### src/rtl/pdd_pkg.sv
// pdd_pkg: types, widths, constants and helpers for the PID differential drive.
// Used by every module of the block; has no dependencies of its own.
`default_nettype none

package pdd_pkg;

    // Field widths fixed by the interface
    localparam int ERROR_BITS     = 12;
    localparam int GAIN_FRAC_BITS = 10;
    localparam int GAIN_W         = 16;
    localparam int DT_W           = 16;
    localparam int SPD_W          = 8;
    localparam int INT_W          = 18;   // holds +/-100000

    // Arithmetic constants
    localparam int INTEGRAL_LIMIT = 100000;
    localparam int DEFAULT_DT_MS  = 10;
    localparam int MS_PER_S       = 1000;

    // Datapath widths
    localparam int E_W      = ERROR_BITS;
    localparam int DELTA_W  = E_W + 1;
    localparam int DNUM_W   = DELTA_W + 10;           // delta * 1000
    localparam int EDT_W    = E_W + DT_W + 1;         // e * dt
    localparam int INTS_W   = EDT_W + 1;              // integral + e * dt
    localparam int KIP_W    = GAIN_W + 1 + INT_W;     // ki * integral
    localparam int PE_W     = GAIN_W + 1 + E_W;       // kp * e
    localparam int DER_W    = DNUM_W;                 // derivative quotient
    localparam int KDP_W    = GAIN_W + 1 + DER_W;     // kd * derivative
    localparam int ITERM_W  = 24;                     // ki * integral / 1000
    localparam int CORR_W   = KDP_W + 2;
    localparam int LR_W     = CORR_W + 1;
    localparam int DIV_W    = 33;                     // |ki * integral| < 2^33
    localparam int DIVR_W   = DT_W;
    localparam int DIVC_W   = $clog2(DIV_W);
    localparam int APB_AW   = 5;
    localparam int APB_DW   = 32;

    // Register reset values
    localparam logic [GAIN_W-1:0] KP_RESET   = 16'd2048;
    localparam logic [GAIN_W-1:0] KI_RESET   = 16'd51;
    localparam logic [GAIN_W-1:0] KD_RESET   = 16'd1024;
    localparam logic [SPD_W-1:0]  BASE_RESET = 8'd80;
    localparam logic [SPD_W-1:0]  MIN_RESET  = 8'd40;
    localparam logic [SPD_W-1:0]  MAX_RESET  = 8'd200;

    // Register map, word index
    typedef enum logic [2:0] {
        REG_KP   = 3'd0,
        REG_KI   = 3'd1,
        REG_KD   = 3'd2,
        REG_BASE = 3'd3,
        REG_MIN  = 3'd4,
        REG_MAX  = 3'd5
    } t_reg_idx;

    typedef enum logic [0:0] {
        CMD_UPDATE = 1'b0,
        CMD_CLEAR  = 1'b1
    } t_in_cmd;

    typedef struct packed {
        logic                  cmd;
        logic signed [E_W-1:0] position_error;
        logic [DT_W-1:0]       elapsed_ms;
    } t_in;

    typedef struct packed {
        logic [SPD_W-1:0] left_speed;
        logic [SPD_W-1:0] right_speed;
    } t_out;

    typedef struct packed {
        logic [GAIN_W-1:0] kp_gain;
        logic [GAIN_W-1:0] ki_gain;
        logic [GAIN_W-1:0] kd_gain;
        logic [SPD_W-1:0]  base_speed;
        logic [SPD_W-1:0]  min_speed;
        logic [SPD_W-1:0]  max_speed;
    } t_cfg;

    // Controller to datapath
    typedef struct packed {
        logic clear;
        logic load_in;
        logic mul;
        logic integ;
        logic div_start;
        logic div_iterm;    // divider operands: ki product / 1000, else delta * 1000 / dt
        logic kip_load;
        logic deriv_load;
        logic kdp_load;
        logic iterm_load;
        logic sum;
        logic out_load;
    } t_cmd;

    // Datapath to controller
    typedef struct packed {
        logic div_done;
    } t_status;

    typedef enum logic [2:0] {
        S_IDLE,
        S_MUL,
        S_INTEG,
        S_DIV_D,
        S_START_I,
        S_DIV_I,
        S_SUM,
        S_OUT
    } t_state;

    // Lower bound is tested first; with crossed bounds it wins only below itself
    function automatic logic [SPD_W-1:0] limit_speed(
        input logic signed [LR_W-1:0] v,
        input logic [SPD_W-1:0]       lo,
        input logic [SPD_W-1:0]       hi
    );
        logic signed [LR_W-1:0] lo_s;
        logic signed [LR_W-1:0] hi_s;
        logic [SPD_W-1:0]       res;
        lo_s = $signed(LR_W'(lo));
        hi_s = $signed(LR_W'(hi));
        if (v < lo_s) begin
            res = lo;
        end else if (v > hi_s) begin
            res = hi;
        end else begin
            res = v[SPD_W-1:0];
        end
        return res;
    endfunction

endpackage

`default_nettype wire

### src/rtl/pdd_regs.sv
// pdd_regs: APB-style register file holding gains and speed limits.
// Depends on pdd_pkg for the register map and the configuration struct.
`default_nettype none

module pdd_regs (
    input  wire logic                        i_clk,
    input  wire logic                        i_rst_n,
    input  wire logic                        psel,
    input  wire logic                        penable,
    input  wire logic                        pwrite,
    input  wire logic [pdd_pkg::APB_AW-1:0]  paddr,
    input  wire logic [pdd_pkg::APB_DW-1:0]  pwdata,
    output logic [pdd_pkg::APB_DW-1:0]       prdata,
    output logic                             pready,
    output pdd_pkg::t_cfg                    o_cfg
);

    pdd_pkg::t_cfg r_cfg;
    logic          wr_en;
    logic [2:0]    idx;

    assign wr_en  = psel && penable && pwrite;
    assign idx    = paddr[pdd_pkg::APB_AW-1:2];
    assign pready = 1'b1;
    assign o_cfg  = r_cfg;

    // Register writes, access phase only
    always_ff @(posedge i_clk) begin
        if (!i_rst_n) begin
            r_cfg.kp_gain    <= pdd_pkg::KP_RESET;
            r_cfg.ki_gain    <= pdd_pkg::KI_RESET;
            r_cfg.kd_gain    <= pdd_pkg::KD_RESET;
            r_cfg.base_speed <= pdd_pkg::BASE_RESET;
            r_cfg.min_speed  <= pdd_pkg::MIN_RESET;
            r_cfg.max_speed  <= pdd_pkg::MAX_RESET;
        end else if (wr_en) begin
            unique case (idx)
                pdd_pkg::REG_KP:   r_cfg.kp_gain    <= pwdata[pdd_pkg::GAIN_W-1:0];
                pdd_pkg::REG_KI:   r_cfg.ki_gain    <= pwdata[pdd_pkg::GAIN_W-1:0];
                pdd_pkg::REG_KD:   r_cfg.kd_gain    <= pwdata[pdd_pkg::GAIN_W-1:0];
                pdd_pkg::REG_BASE: r_cfg.base_speed <= pwdata[pdd_pkg::SPD_W-1:0];
                pdd_pkg::REG_MIN:  r_cfg.min_speed  <= pwdata[pdd_pkg::SPD_W-1:0];
                pdd_pkg::REG_MAX:  r_cfg.max_speed  <= pwdata[pdd_pkg::SPD_W-1:0];
                default: ;
            endcase
        end
    end

    // Read-back mux
    always_comb begin
        unique case (idx)
            pdd_pkg::REG_KP:   prdata = pdd_pkg::APB_DW'(r_cfg.kp_gain);
            pdd_pkg::REG_KI:   prdata = pdd_pkg::APB_DW'(r_cfg.ki_gain);
            pdd_pkg::REG_KD:   prdata = pdd_pkg::APB_DW'(r_cfg.kd_gain);
            pdd_pkg::REG_BASE: prdata = pdd_pkg::APB_DW'(r_cfg.base_speed);
            pdd_pkg::REG_MIN:  prdata = pdd_pkg::APB_DW'(r_cfg.min_speed);
            pdd_pkg::REG_MAX:  prdata = pdd_pkg::APB_DW'(r_cfg.max_speed);
            default:           prdata = '0;
        endcase
    end

endmodule

`default_nettype wire

### src/rtl/pdd_div.sv
// pdd_div: unsigned restoring divider, one quotient bit per cycle.
// Depends on pdd_pkg for operand widths.
`default_nettype none

module pdd_div (
    input  wire logic                         i_clk,
    input  wire logic                         i_rst_n,
    input  wire logic                         i_start,
    input  wire logic [pdd_pkg::DIV_W-1:0]    i_dividend,
    input  wire logic [pdd_pkg::DIVR_W-1:0]   i_divisor,
    output logic [pdd_pkg::DIV_W-1:0]         o_quotient,
    output logic                              o_done
);

    logic                         r_busy;
    logic                         r_done;
    logic [pdd_pkg::DIVC_W-1:0]   r_cnt;
    logic [pdd_pkg::DIV_W-1:0]    r_quo;
    logic [pdd_pkg::DIVR_W-1:0]   r_rem;
    logic [pdd_pkg::DIVR_W-1:0]   r_dvs;
    logic [pdd_pkg::DIVR_W:0]     trial;
    logic [pdd_pkg::DIVR_W:0]     diff;
    logic                         fits;

    // Trial subtraction of the divisor from the shifted remainder
    assign trial = {r_rem, r_quo[pdd_pkg::DIV_W-1]};
    assign diff  = trial - {1'b0, r_dvs};
    assign fits  = trial >= {1'b0, r_dvs};

    assign o_quotient = r_quo;
    assign o_done     = r_done;

    // Control: busy flag, step count, done pulse
    always_ff @(posedge i_clk) begin
        if (!i_rst_n) begin
            r_busy <= 1'b0;
            r_done <= 1'b0;
            r_cnt  <= '0;
        end else begin
            r_done <= 1'b0;
            if (i_start) begin
                r_busy <= 1'b1;
                r_cnt  <= '0;
            end else if (r_busy) begin
                r_cnt <= r_cnt + 1'b1;
                if (r_cnt == pdd_pkg::DIVC_W'(pdd_pkg::DIV_W - 1)) begin
                    r_busy <= 1'b0;
                    r_done <= 1'b1;
                end
            end
        end
    end

    // Operands: dividend shifts out as quotient bits shift in
    always_ff @(posedge i_clk) begin
        if (i_start) begin
            r_quo <= i_dividend;
            r_rem <= '0;
            r_dvs <= i_divisor;
        end else if (r_busy) begin
            r_quo <= {r_quo[pdd_pkg::DIV_W-2:0], fits};
            r_rem <= fits ? diff[pdd_pkg::DIVR_W-1:0] : trial[pdd_pkg::DIVR_W-1:0];
        end
    end

endmodule

`default_nettype wire

### src/rtl/pdd_ctrl.sv
// pdd_ctrl: sequencing state machine and output valid flag.
// Depends on pdd_pkg for the state, command and status types.
`default_nettype none

module pdd_ctrl (
    input  wire logic              i_clk,
    input  wire logic              i_rst_n,
    input  wire logic              i_in_valid,
    input  wire logic              i_in_cmd,
    input  wire logic              i_out_stall,
    input  pdd_pkg::t_status       i_status,
    output logic                   o_in_stall,
    output logic                   o_out_valid,
    output pdd_pkg::t_cmd          o_cmd
);

    pdd_pkg::t_state r_state;
    pdd_pkg::t_state n_state;
    logic            r_out_valid;
    logic            n_out_valid;
    logic            accept;
    logic            slot_free;

    assign accept      = i_in_valid && (r_state == pdd_pkg::S_IDLE);
    assign slot_free   = !r_out_valid || !i_out_stall;
    assign o_in_stall  = (r_state != pdd_pkg::S_IDLE);
    assign o_out_valid = r_out_valid;

    always_ff @(posedge i_clk) begin
        if (!i_rst_n) begin
            r_state     <= pdd_pkg::S_IDLE;
            r_out_valid <= 1'b0;
        end else begin
            r_state     <= n_state;
            r_out_valid <= n_out_valid;
        end
    end

    // Next state
    always_comb begin
        n_state = r_state;
        unique case (r_state)
            pdd_pkg::S_IDLE: begin
                if (accept && (i_in_cmd == pdd_pkg::CMD_UPDATE)) begin
                    n_state = pdd_pkg::S_MUL;
                end
            end
            pdd_pkg::S_MUL:     n_state = pdd_pkg::S_INTEG;
            pdd_pkg::S_INTEG:   n_state = pdd_pkg::S_DIV_D;
            pdd_pkg::S_DIV_D: begin
                if (i_status.div_done) begin
                    n_state = pdd_pkg::S_START_I;
                end
            end
            pdd_pkg::S_START_I: n_state = pdd_pkg::S_DIV_I;
            pdd_pkg::S_DIV_I: begin
                if (i_status.div_done) begin
                    n_state = pdd_pkg::S_SUM;
                end
            end
            pdd_pkg::S_SUM:     n_state = pdd_pkg::S_OUT;
            pdd_pkg::S_OUT: begin
                if (slot_free) begin
                    n_state = pdd_pkg::S_IDLE;
                end
            end
            default:            n_state = pdd_pkg::S_IDLE;
        endcase
    end

    // Datapath commands
    always_comb begin
        o_cmd = '0;
        unique case (r_state)
            pdd_pkg::S_IDLE: begin
                o_cmd.clear   = accept && (i_in_cmd == pdd_pkg::CMD_CLEAR);
                o_cmd.load_in = accept && (i_in_cmd == pdd_pkg::CMD_UPDATE);
            end
            pdd_pkg::S_MUL:   o_cmd.mul = 1'b1;
            pdd_pkg::S_INTEG: begin
                o_cmd.integ     = 1'b1;
                o_cmd.div_start = 1'b1;
            end
            pdd_pkg::S_DIV_D: begin
                o_cmd.kip_load   = 1'b1;
                o_cmd.deriv_load = i_status.div_done;
            end
            pdd_pkg::S_START_I: begin
                o_cmd.div_start = 1'b1;
                o_cmd.div_iterm = 1'b1;
                o_cmd.kdp_load  = 1'b1;
            end
            pdd_pkg::S_DIV_I: begin
                o_cmd.div_iterm  = 1'b1;
                o_cmd.iterm_load = i_status.div_done;
            end
            pdd_pkg::S_SUM:   o_cmd.sum = 1'b1;
            pdd_pkg::S_OUT:   o_cmd.out_load = slot_free;
            default: ;
        endcase
    end

    // Output register valid: set on load, cleared by a transfer
    always_comb begin
        n_out_valid = r_out_valid;
        if (o_cmd.out_load) begin
            n_out_valid = 1'b1;
        end else if (r_out_valid && !i_out_stall) begin
            n_out_valid = 1'b0;
        end
    end

endmodule

`default_nettype wire

### src/rtl/pdd_dp.sv
// pdd_dp: PID datapath - state, products, shared divider, output register.
// Depends on pdd_pkg and instantiates pdd_div.
`default_nettype none

module pdd_dp (
    input  wire logic               i_clk,
    input  wire logic               i_rst_n,
    input  pdd_pkg::t_in            i_in_data,
    input  pdd_pkg::t_cfg           i_cfg,
    input  pdd_pkg::t_cmd           i_cmd,
    output pdd_pkg::t_status        o_status,
    output pdd_pkg::t_out           o_out_data
);

    // Controller state kept across items
    logic signed [pdd_pkg::INT_W-1:0]   r_integ;
    logic signed [pdd_pkg::E_W-1:0]     r_prev;

    // Per-item working registers
    logic signed [pdd_pkg::E_W-1:0]     r_e;
    logic [pdd_pkg::DT_W-1:0]           r_dt;
    logic signed [pdd_pkg::EDT_W-1:0]   r_edt;
    logic signed [pdd_pkg::PE_W-1:0]    r_pe;
    logic signed [pdd_pkg::DNUM_W-1:0]  r_dnum;
    logic signed [pdd_pkg::KIP_W-1:0]   r_kip;
    logic signed [pdd_pkg::DER_W-1:0]   r_deriv;
    logic signed [pdd_pkg::KDP_W-1:0]   r_kdp;
    logic signed [pdd_pkg::ITERM_W-1:0] r_iterm;
    logic signed [pdd_pkg::CORR_W-1:0]  r_corr;
    pdd_pkg::t_out                      r_out;

    logic signed [pdd_pkg::GAIN_W:0]    kp_s;
    logic signed [pdd_pkg::GAIN_W:0]    ki_s;
    logic signed [pdd_pkg::GAIN_W:0]    kd_s;
    logic signed [pdd_pkg::DT_W:0]      dt_s;
    logic signed [pdd_pkg::DELTA_W-1:0] delta;
    logic signed [pdd_pkg::EDT_W-1:0]   edt_w;
    logic signed [pdd_pkg::PE_W-1:0]    pe_w;
    logic signed [pdd_pkg::DNUM_W-1:0]  dnum_w;
    logic signed [pdd_pkg::KIP_W-1:0]   kip_w;
    logic signed [pdd_pkg::KDP_W-1:0]   kdp_w;
    logic signed [pdd_pkg::INTS_W-1:0]  integ_sum;
    logic signed [pdd_pkg::INT_W-1:0]   integ_lim;
    logic [pdd_pkg::DNUM_W-1:0]         dnum_mag;
    logic [pdd_pkg::KIP_W-1:0]          kip_mag;
    logic [pdd_pkg::DIV_W-1:0]          div_dvd;
    logic [pdd_pkg::DIVR_W-1:0]         div_dvs;
    logic [pdd_pkg::DIV_W-1:0]          div_q;
    logic                               div_done;
    logic signed [pdd_pkg::DER_W-1:0]   deriv_q;
    logic signed [pdd_pkg::ITERM_W-1:0] iterm_q;
    logic signed [pdd_pkg::CORR_W-1:0]  corr_w;
    logic signed [pdd_pkg::LR_W-1:0]    base_q;
    logic signed [pdd_pkg::LR_W-1:0]    left_q;
    logic signed [pdd_pkg::LR_W-1:0]    right_q;
    logic signed [pdd_pkg::LR_W-1:0]    left_i;
    logic signed [pdd_pkg::LR_W-1:0]    right_i;

    // Gains and elapsed time as non-negative signed operands
    assign kp_s = $signed({1'b0, i_cfg.kp_gain});
    assign ki_s = $signed({1'b0, i_cfg.ki_gain});
    assign kd_s = $signed({1'b0, i_cfg.kd_gain});
    assign dt_s = $signed({1'b0, r_dt});

    // First products: e*dt, kp*e, (e - prev)*1000
    assign delta  = pdd_pkg::DELTA_W'(r_e) - pdd_pkg::DELTA_W'(r_prev);
    assign edt_w  = pdd_pkg::EDT_W'(r_e) * pdd_pkg::EDT_W'(dt_s);
    assign pe_w   = pdd_pkg::PE_W'(kp_s) * pdd_pkg::PE_W'(r_e);
    assign dnum_w = pdd_pkg::DNUM_W'(delta) * pdd_pkg::DNUM_W'(pdd_pkg::MS_PER_S);

    // Integral update with anti-windup clamp
    assign integ_sum = pdd_pkg::INTS_W'(r_integ) + pdd_pkg::INTS_W'(r_edt);
    always_comb begin
        if (integ_sum > pdd_pkg::INTS_W'(pdd_pkg::INTEGRAL_LIMIT)) begin
            integ_lim = pdd_pkg::INT_W'(pdd_pkg::INTEGRAL_LIMIT);
        end else if (integ_sum < -pdd_pkg::INTS_W'(pdd_pkg::INTEGRAL_LIMIT)) begin
            integ_lim = -pdd_pkg::INT_W'(pdd_pkg::INTEGRAL_LIMIT);
        end else begin
            integ_lim = integ_sum[pdd_pkg::INT_W-1:0];
        end
    end

    // Later products
    assign kip_w = pdd_pkg::KIP_W'(ki_s) * pdd_pkg::KIP_W'(r_integ);
    assign kdp_w = pdd_pkg::KDP_W'(kd_s) * pdd_pkg::KDP_W'(r_deriv);

    // Divider operands: magnitudes, sign restored on the quotient
    assign dnum_mag = pdd_pkg::DNUM_W'(r_dnum[pdd_pkg::DNUM_W-1] ? -r_dnum : r_dnum);
    assign kip_mag  = pdd_pkg::KIP_W'(r_kip[pdd_pkg::KIP_W-1] ? -r_kip : r_kip);
    assign div_dvd  = i_cmd.div_iterm ? kip_mag[pdd_pkg::DIV_W-1:0]
                                      : pdd_pkg::DIV_W'(dnum_mag);
    assign div_dvs  = i_cmd.div_iterm ? pdd_pkg::DIVR_W'(pdd_pkg::MS_PER_S) : r_dt;

    pdd_div u_div (
        .i_clk      (i_clk),
        .i_rst_n    (i_rst_n),
        .i_start    (i_cmd.div_start),
        .i_dividend (div_dvd),
        .i_divisor  (div_dvs),
        .o_quotient (div_q),
        .o_done     (div_done)
    );

    assign o_status.div_done = div_done;

    // Truncation toward zero: negate the magnitude quotient
    assign deriv_q = $signed(div_q[pdd_pkg::DER_W-1:0]);
    assign iterm_q = $signed(div_q[pdd_pkg::ITERM_W-1:0]);

    // Correction sum and speed outputs
    assign corr_w  = pdd_pkg::CORR_W'(r_pe) + pdd_pkg::CORR_W'(r_iterm)
                   + pdd_pkg::CORR_W'(r_kdp);
    assign base_q  = $signed(pdd_pkg::LR_W'({i_cfg.base_speed,
                                              {pdd_pkg::GAIN_FRAC_BITS{1'b0}}}));
    assign left_q  = base_q - pdd_pkg::LR_W'(r_corr);
    assign right_q = base_q + pdd_pkg::LR_W'(r_corr);
    assign left_i  = left_q >>> pdd_pkg::GAIN_FRAC_BITS;
    assign right_i = right_q >>> pdd_pkg::GAIN_FRAC_BITS;

    // Stored state: integral and last error
    always_ff @(posedge i_clk) begin
        if (!i_rst_n) begin
            r_integ <= '0;
            r_prev  <= '0;
        end else if (i_cmd.clear) begin
            r_integ <= '0;
            r_prev  <= '0;
        end else begin
            if (i_cmd.mul) begin
                r_prev <= r_e;
            end
            if (i_cmd.integ) begin
                r_integ <= integ_lim;
            end
        end
    end

    // Working registers
    always_ff @(posedge i_clk) begin
        if (i_cmd.load_in) begin
            r_e  <= i_in_data.position_error;
            r_dt <= (i_in_data.elapsed_ms == '0) ? pdd_pkg::DT_W'(pdd_pkg::DEFAULT_DT_MS)
                                                 : i_in_data.elapsed_ms;
        end
        if (i_cmd.mul) begin
            r_edt  <= edt_w;
            r_pe   <= pe_w;
            r_dnum <= dnum_w;
        end
        if (i_cmd.kip_load) begin
            r_kip <= kip_w;
        end
        if (i_cmd.deriv_load) begin
            r_deriv <= r_dnum[pdd_pkg::DNUM_W-1] ? -deriv_q : deriv_q;
        end
        if (i_cmd.kdp_load) begin
            r_kdp <= kdp_w;
        end
        if (i_cmd.iterm_load) begin
            r_iterm <= r_kip[pdd_pkg::KIP_W-1] ? -iterm_q : iterm_q;
        end
        if (i_cmd.sum) begin
            r_corr <= corr_w;
        end
        if (i_cmd.out_load) begin
            r_out.left_speed  <= pdd_pkg::limit_speed(left_i, i_cfg.min_speed,
                                                      i_cfg.max_speed);
            r_out.right_speed <= pdd_pkg::limit_speed(right_i, i_cfg.min_speed,
                                                      i_cfg.max_speed);
        end
    end

    assign o_out_data = r_out;

endmodule

`default_nettype wire

### src/rtl/pid_differential_drive.sv
// pid_differential_drive: top level of the PID line-follower speed controller.
// Depends on pdd_pkg; instantiates pdd_regs, pdd_ctrl and pdd_dp.
//
//   port group       direction  handshake              payload
//   update in        input      i_in_valid/o_in_stall  i_in_data (t_in)
//   speeds out       output     o_out_valid/i_out_stall o_out_data (t_out)
//   register access  input      psel/penable/pready    paddr, pwdata, prdata
//
// An update makes two 33-step passes through the one radix-2 divider
// (derivative, then integral term).
// A clear transfer gives no result.
// Reset (synchronous) zeroes integral and last error and loads default gains.
// A finished result waits in the output register while the next update is taken;
// only a new result meeting a stalled full output register holds the sequencer.
`default_nettype none

module pid_differential_drive (
    input  wire logic                        i_clk,
    input  wire logic                        i_rst_n,
    input  wire logic                        i_in_valid,
    output logic                             o_in_stall,
    input  pdd_pkg::t_in                     i_in_data,
    output logic                             o_out_valid,
    input  wire logic                        i_out_stall,
    output pdd_pkg::t_out                    o_out_data,
    input  wire logic                        psel,
    input  wire logic                        penable,
    input  wire logic                        pwrite,
    input  wire logic [pdd_pkg::APB_AW-1:0]  paddr,
    input  wire logic [pdd_pkg::APB_DW-1:0]  pwdata,
    output logic [pdd_pkg::APB_DW-1:0]       prdata,
    output logic                             pready
);

    pdd_pkg::t_cfg    cfg;
    pdd_pkg::t_cmd    cmd;
    pdd_pkg::t_status status;

    pdd_regs u_regs (
        .i_clk   (i_clk),
        .i_rst_n (i_rst_n),
        .psel    (psel),
        .penable (penable),
        .pwrite  (pwrite),
        .paddr   (paddr),
        .pwdata  (pwdata),
        .prdata  (prdata),
        .pready  (pready),
        .o_cfg   (cfg)
    );

    pdd_ctrl u_ctrl (
        .i_clk       (i_clk),
        .i_rst_n     (i_rst_n),
        .i_in_valid  (i_in_valid),
        .i_in_cmd    (i_in_data.cmd),
        .i_out_stall (i_out_stall),
        .i_status    (status),
        .o_in_stall  (o_in_stall),
        .o_out_valid (o_out_valid),
        .o_cmd       (cmd)
    );

    pdd_dp u_dp (
        .i_clk      (i_clk),
        .i_rst_n    (i_rst_n),
        .i_in_data  (i_in_data),
        .i_cfg      (cfg),
        .i_cmd      (cmd),
        .o_status   (status),
        .o_out_data (o_out_data)
    );

endmodule

`default_nettype wire

### config.mk
export PLATFORM = sky130hd
export DESIGN_NAME = pid_differential_drive
export DESIGN_NICKNAME = d
export VERILOG_FILES = /design/src/rtl/pdd_pkg.sv /design/src/rtl/pdd_regs.sv /design/src/rtl/pdd_div.sv /design/src/rtl/pdd_ctrl.sv /design/src/rtl/pdd_dp.sv /design/src/rtl/pid_differential_drive.sv
export SDC_FILE = /design/constraint.sdc
export NUM_CORES = 2
export LEC_CHECK = 0
export ABC_CLOCK_PERIOD_IN_PS = 7100
export BUFFER_PORTS_ARGS = -buffer_cell sky130_fd_sc_hd__buf_2
export CAP_MARGIN = 20
export CORE_ASPECT_RATIO = 1.75
export CORE_MARGIN = 3
export CORE_UTILIZATION = 60
export CTS_CLUSTER_SIZE = 10
export DETAILED_ROUTE_END_ITERATION = 7
export PLACE_DENSITY = 0.8
export SLEW_MARGIN = 10
export SYNTH_ARGS = -nofsm -noshare
export SYNTH_HDL_FRONTEND = slang
export SYNTH_SLANG_ARGS = --single-unit
### constraint.sdc
create_clock -name i_clk -period 7.1 [get_ports i_clk]
set_input_delay 1.42 -clock i_clk [delete_from_list [all_inputs] [get_ports i_clk]]
set_output_delay 1.42 -clock i_clk [all_outputs]
set_load 0.005 [all_outputs]
# ---- Word level (Yosys, flattened, before mapping)
# Cells that the tools add are included.
dict set report totals {
  reg_bits 465
  in_bits 73
  wordCells 135
}
dict set report op_classes {
  add_sub_neg 12
  mul 5
  order_cmp 7
  eq_ne 17
  muxes 36
  bitwise_logic 3
  reduce_logical 27
}
# cell count
set op_table {}
lappend op_table {{33-bit 2-to-1 mux} 4}
lappend op_table {{16-bit case mux with 6 select lines} 1}
lappend op_table {{33-bit by 9-bit > comparator with 1-bit output} 2}
lappend op_table {{33-bit by 9-bit less-than comparator with 1-bit output} 2}
lappend op_table {{23-bit 2-to-1 mux} 2}
lappend op_table {{23-bit negator} 2}
lappend op_table {{19-bit by 42-bit adder with 43-bit output} 1}
lappend op_table {{19-bit by 42-bit subtractor with 43-bit output} 1}
lappend op_table {{30-bit by 40-bit adder with 41-bit output} 1}
lappend op_table {{17-bit by 23-bit multiplier with 40-bit output} 1}
lappend op_table {{18-bit 2-to-1 mux} 2}
lappend op_table {{17-bit by 18-bit multiplier with 35-bit output} 1}
lappend op_table {{33-bit negator} 1}
lappend op_table {{8-bit 2-to-1 mux} 4}
lappend op_table {{18-bit by 29-bit adder with 30-bit output} 1}
lappend op_table {{29-bit by 24-bit adder with 30-bit output} 1}
lappend op_table {{30-bit by 18-bit > comparator with 1-bit output (second input constant)} 1}
lappend op_table {{30-bit by 18-bit less-than comparator with 1-bit output (second input constant)} 1}
lappend op_table {{12-bit by 17-bit multiplier with 29-bit output} 1}
lappend op_table {{17-bit by 12-bit multiplier with 29-bit output} 1}
lappend op_table {{24-bit 2-to-1 mux} 1}
lappend op_table {{24-bit negator} 1}
lappend op_table {{3-bit case mux with 8 select lines} 1}
lappend op_table {{13-bit by 8-bit multiplier with 20-bit output (second input constant)} 1}
lappend op_table {{26 further kinds} 72}

# ---- Longest topological paths before layout
dict set report logic_depth {
  ltp_word 5
  depth_mapped 29
}

# ---- Hierarchy
# A second synthesis with hierarchy kept.
dict set report unflattened {
  hier_cells 7004
  area_unflattened_um2 66503.8
}
# mod instances cells_per_inst area_per_inst_um2
set by_module_without_submodules {}
lappend by_module_without_submodules {pdd_dp 1 6242 58673.8}
lappend by_module_without_submodules {pdd_div 1 353 3996.3}
lappend by_module_without_submodules {pdd_regs 1 365 3513.4}
lappend by_module_without_submodules {pdd_ctrl 1 44 320.3}

# ---- Worst setup path after synthesis
# OpenSTA, ideal clock, no wires.
dict set report synth_path {
  path_kind {register to register}
  start {register u_dp.r_deriv[7] (netlist bit)}
  end {register u_dp.r_kdp[38] (netlist bit), data pin}
  setup_ns 0.257
  t_arrival_ns 6.714
  path_slack_ns 0.129
  path_stages_with_launch 24
  n_path_buf 1
  period_less_slack_ns 6.971
  cell_sequence {edfxtp_1 clkbuf_1 and2_1 fa_1 inv_1 fa_1 fa_1 inv_1 fa_1 fa_1 inv_1 fa_1 inv_1 ha_1 and3_1 and4_1 a211o_1 a21boi_0 o21ai_0 o41ai_1 o21ai_0 o211ai_1 nand2_1 xor2_1}
}
dict set report synth_via {
  elab_chain_len 1
}
# item line
set synth_lines {}
lappend synth_lines {{start: declaration} pdd_dp.sv:26} ;# logic signed [pdd_pkg::DER_W-1:0] r_deriv;
lappend synth_lines {{start signal: assignment} pdd_dp.sv:154} ;# r_deriv <= r_dnum[pdd_pkg::DNUM_W-1] ? -deriv_q : deriv_q;
lappend synth_lines {{17-bit by 23-bit multiplier with 40-bit output} pdd_dp.sv:85} ;# assign kdp_w = pdd_pkg::KDP_W'(kd_s) * pdd_pkg::KDP_W'(r_deriv);
lappend synth_lines {{named net u_dp.kdp_w (one bit)} pdd_dp.sv:41} ;# logic signed [pdd_pkg::KDP_W-1:0] kdp_w;
lappend synth_lines {{end signal: assignment} pdd_dp.sv:157} ;# r_kdp <= kdp_w;
lappend synth_lines {{end: declaration} pdd_dp.sv:27} ;# logic signed [pdd_pkg::KDP_W-1:0] r_kdp;
# The timed path passes the listed nets, and every way through them passes these cells.
# A chain may end at the register's enable or synchronous reset.

# ---- Worst setup path in the final report
dict set report layout_path {
  start {register u_dp.r_deriv[8] (netlist bit)}
  end {register u_dp.r_kdp[38] (netlist bit), data pin}
}
# The elaborated chain is that of the path after synthesis.

==> results.txt <==
Gate power share = 0.728
Final Max Tran Viols = 0
Seq/Total Area, Yosys = 0.191
total gr overflow = 0
pre-CTS WS = -214 ps
Yosys top cell by area = fa_1
# IOs = 124
Area Growth Syn to Fin = 8.24%
hpwl dp = 151,000 µm
routed vias = 50.8k
GP Congestion = 1.01
Max-Cap Viols = 0
maximum vdd ir drop = 1.09 mV
drc violations = 0
Pint = 15.9 mW
end of the worst register-to-register path = u_dp.r_kdp[38]
antenna violations before repair = 11
Yosys top cell area share = 0.313
Initial Util = 0.605
worst clock skew = 36.6 ps
NetSw = 14.1 mW
Max Fclk = 0.143 GHz
Register-to-Register Setup Slack = 100 ps
post-synthesis cell count = 7,110
DIE HEIGHT = 444 µm
r2r startpoint = u_dp.r_deriv[8]
row cnt = 160
Sw Share = 0.470
CTS Hold Buffers Added = 0
placed cell count = 8,629
Most used DFF post-synth = edfxtp_1
TritonRoute pass-1 iters = 6
power per cell area = 421 nW/µm²
Pleak = 33.8 nW
crit path time final = 7000 ps
Final Cycle Share = 0.986
Slew headroom = 0.201
Sequential Area = 12,600 µm²
Hold/Removal Path Class = flop to flop
Post-Syn Area = 65,800 µm²
endpoints failing setup = 0
CTS tree = yes
Filler cells = 8,528
critical path arrival = 7400 ps
worst endpoint required time = 7500 ps
hold wc startpoint = u_dp.r_prev[7]
Finished Core Util = 0.655
hold_ws = 453 ps
Avg WL per Cell = 21.1 µm
Hold Vio Cnt, Final = 0
hold depth = 2
clock share of power = 0.094
area of the multi-input gates = 47,000 µm²
clock-pin slew on the worst setup and hold paths = 70 ps
post-synthesis register bit count = 463
global-route wire length before repair = 293,000 µm
largest net degree at the start of global routing = 65
CP Class = flop to flop
Synth top cells by count = inv_1 (1,385), fa_1 (1,028), nand2_1 (960), ha_1 (557), and2_1 (437)
worst-skew pair later-pin latency = 680 ps
status = complete, no violations
Final Net Count = 8,908
most common cell in the netlist = inv_1
overall global routing resource usage = 0.331
htree depth = 2
CP Launch Point = u_dp.r_deriv[8]
Synth area leaders = fa_1 (31%), edfxtp_1 (15%), ha_1 (11%)
clock buffer depth = 3
CP endpoint kind = flop
Sequential Power Share = 0.178
drt initial violations = 3,656
WHS Endpoint = u_dp.r_prev[7]
Die Area = 114,000 µm²
number of global-route vias before repair = 55.2k
final wirelength = 185,000 µm
TritonCTS Sinks = 463
Die W = 256 µm
post-route ant nets = 0
TritonCTS buffer count = 55
Post-Syn Area per Cell = 9.26 µm²
worst slew pin tran = 1200 ps
CORE AREA = 109,000 µm²
share of cells above drive strength 1 = 0.0744
fin worst setup slack = 101 ps
Max Fanout on Critical Path = 3
Synth async-reset ratio = 0
port bufs = 88
Post-synth EDFFs = 333
fin cells = 8,764
clock root cell = clkbuf_16
vias per std cell = 5.80
Yosys Warn Count = 0
Unique masters post-synth = 93
CP startpoint kind = flop
R2R depth = 25
[worst max-delay path by stage]
stage,end,slack [ps]
after global placement,u_dp.r_kdp[39],-160
final,u_dp.r_kdp[38],100
after CTS,u_dp.r_kdp[39],6
after global routing,u_dp.r_kdp[38],-40
after detailed placement,u_dp.r_kip[34],-210
after floorplan,u_dp.r_kdp[38],130
[critical path, cell delays in order, from the launching register on]
cell and delay [ps]:
edfxtp_1 450, buf_4 180, and2_1 160, fa_1 470, inv_1 60, fa_1 520, fa_1 520, inv_1 50
fa_1 490, fa_1 580, inv_1 70, fa_1 530, inv_1 50, ha_1 310, and3_1 220, and4_1 230
a211o_1 340, a21boi_2 160, buf_4 130, o21ai_0 140, o41ai_2 250, buf_4 180, o21ai_1 110, o211ai_1 270
nand2_1 100, xor2_1 150
[what timing repair did]
action	in CTS	in global routing
gates resized for setup	15	48
buffers inserted	4	15
endpoints found under the setup margin	11	19
pin swaps	4	22
[state kept, by name (all words and copies together), names as in the netlist, 23 cells and up]
signal	count
u_dp.r_kdp	40
u_dp.u_div.o_quotient	33
u_dp.r_kip	34
u_regs.o_cfg	72
u_dp.r_deriv	23
u_dp.r_pe	29
u_dp.r_corr	41
u_dp.r_edt	29
u_dp.r_iterm	24
[area by class of cell]
type	count	share of cell area
Antenna cell	9	0.000316
Clock buffer	98	0.0230
Clock inverter	6	0.000984
Inverter	1385	0.0730
Multi-Input combinational cell	4971	0.660
Sequential cell	463	0.177
Tap cell	1458	0.0256
Timing Repair Buffer	374	0.0394
[metal layers]
metal / track usage / routed length [µm] / up-vias
met5: 0 / 27 / -
met4: 0.289 / 19600 / 4
met3: 0.0491 / 11300 / 890
met2: 0.589 / 94500 / 2082
met1: 0.338 / 59600 / 25230
li1: - / - / 22634
[cell usage in the layout (no fill, tap or decap), types with 56 or more instances in the layout]
cell type and count:
inv_1 1382, fa_1 1026, nand2_1 960, ha_1 555
and2_1 435, edfxtp_1 333, a21oi_1 279, buf_4 265
nor2_1 253, xnor2_1 235, o21ai_0 191, dfxtp_1 112
nand3_1 89, buf_2 88, xor2_1 86, nand2b_1 76
a21o_1 64, nor2b_1 58, clkbuf_16 58, mux2i_1 56
[kinds of logic (layout without fill, tap and decap cells)]
family,count (synthesis),after routing,synth area share
AND/OR/NAND/NOR,2111,2111,0.154
buffers and inverters,1691,1863,0.0975
adder cells (fa/ha/maj),1585,1585,0.419
AO/OA/AOI/OAI,870,870,0.0844
flip-flops,463,463,0.191
XOR/XNOR,322,322,0.0429
multiplexers,66,66,0.0106
other,2,26,0.000114
[power by group through the flow]
stage                     logic [mW]  registers (mW)  clock network (mW)
after CTS                       21.6            5.32                2.83
after detailed placement        21.4            5.37                   0
after global placement          20.5            5.35                   0
final                           21.8            5.34                2.81
after global routing            24.7            5.36                2.93
after floorplan                 16.6            5.09                   0
[per-stage QoR]
| step | power [mW] | instance area, µm² | TNS, ps |
|---|---|---|---|
| after floorplan | 21.6 | 65900 | 0 |
| after global placement | 25.8 | 69100 | -392 |
| after detailed placement | 26.7 | 69100 | -711 |
| after CTS | 29.7 | 70900 | 0 |
| after global routing | 33.0 | 71200 | -153 |
| final | 30.0 | 71200 | 0 |
(Power assumes the default switching activity.)
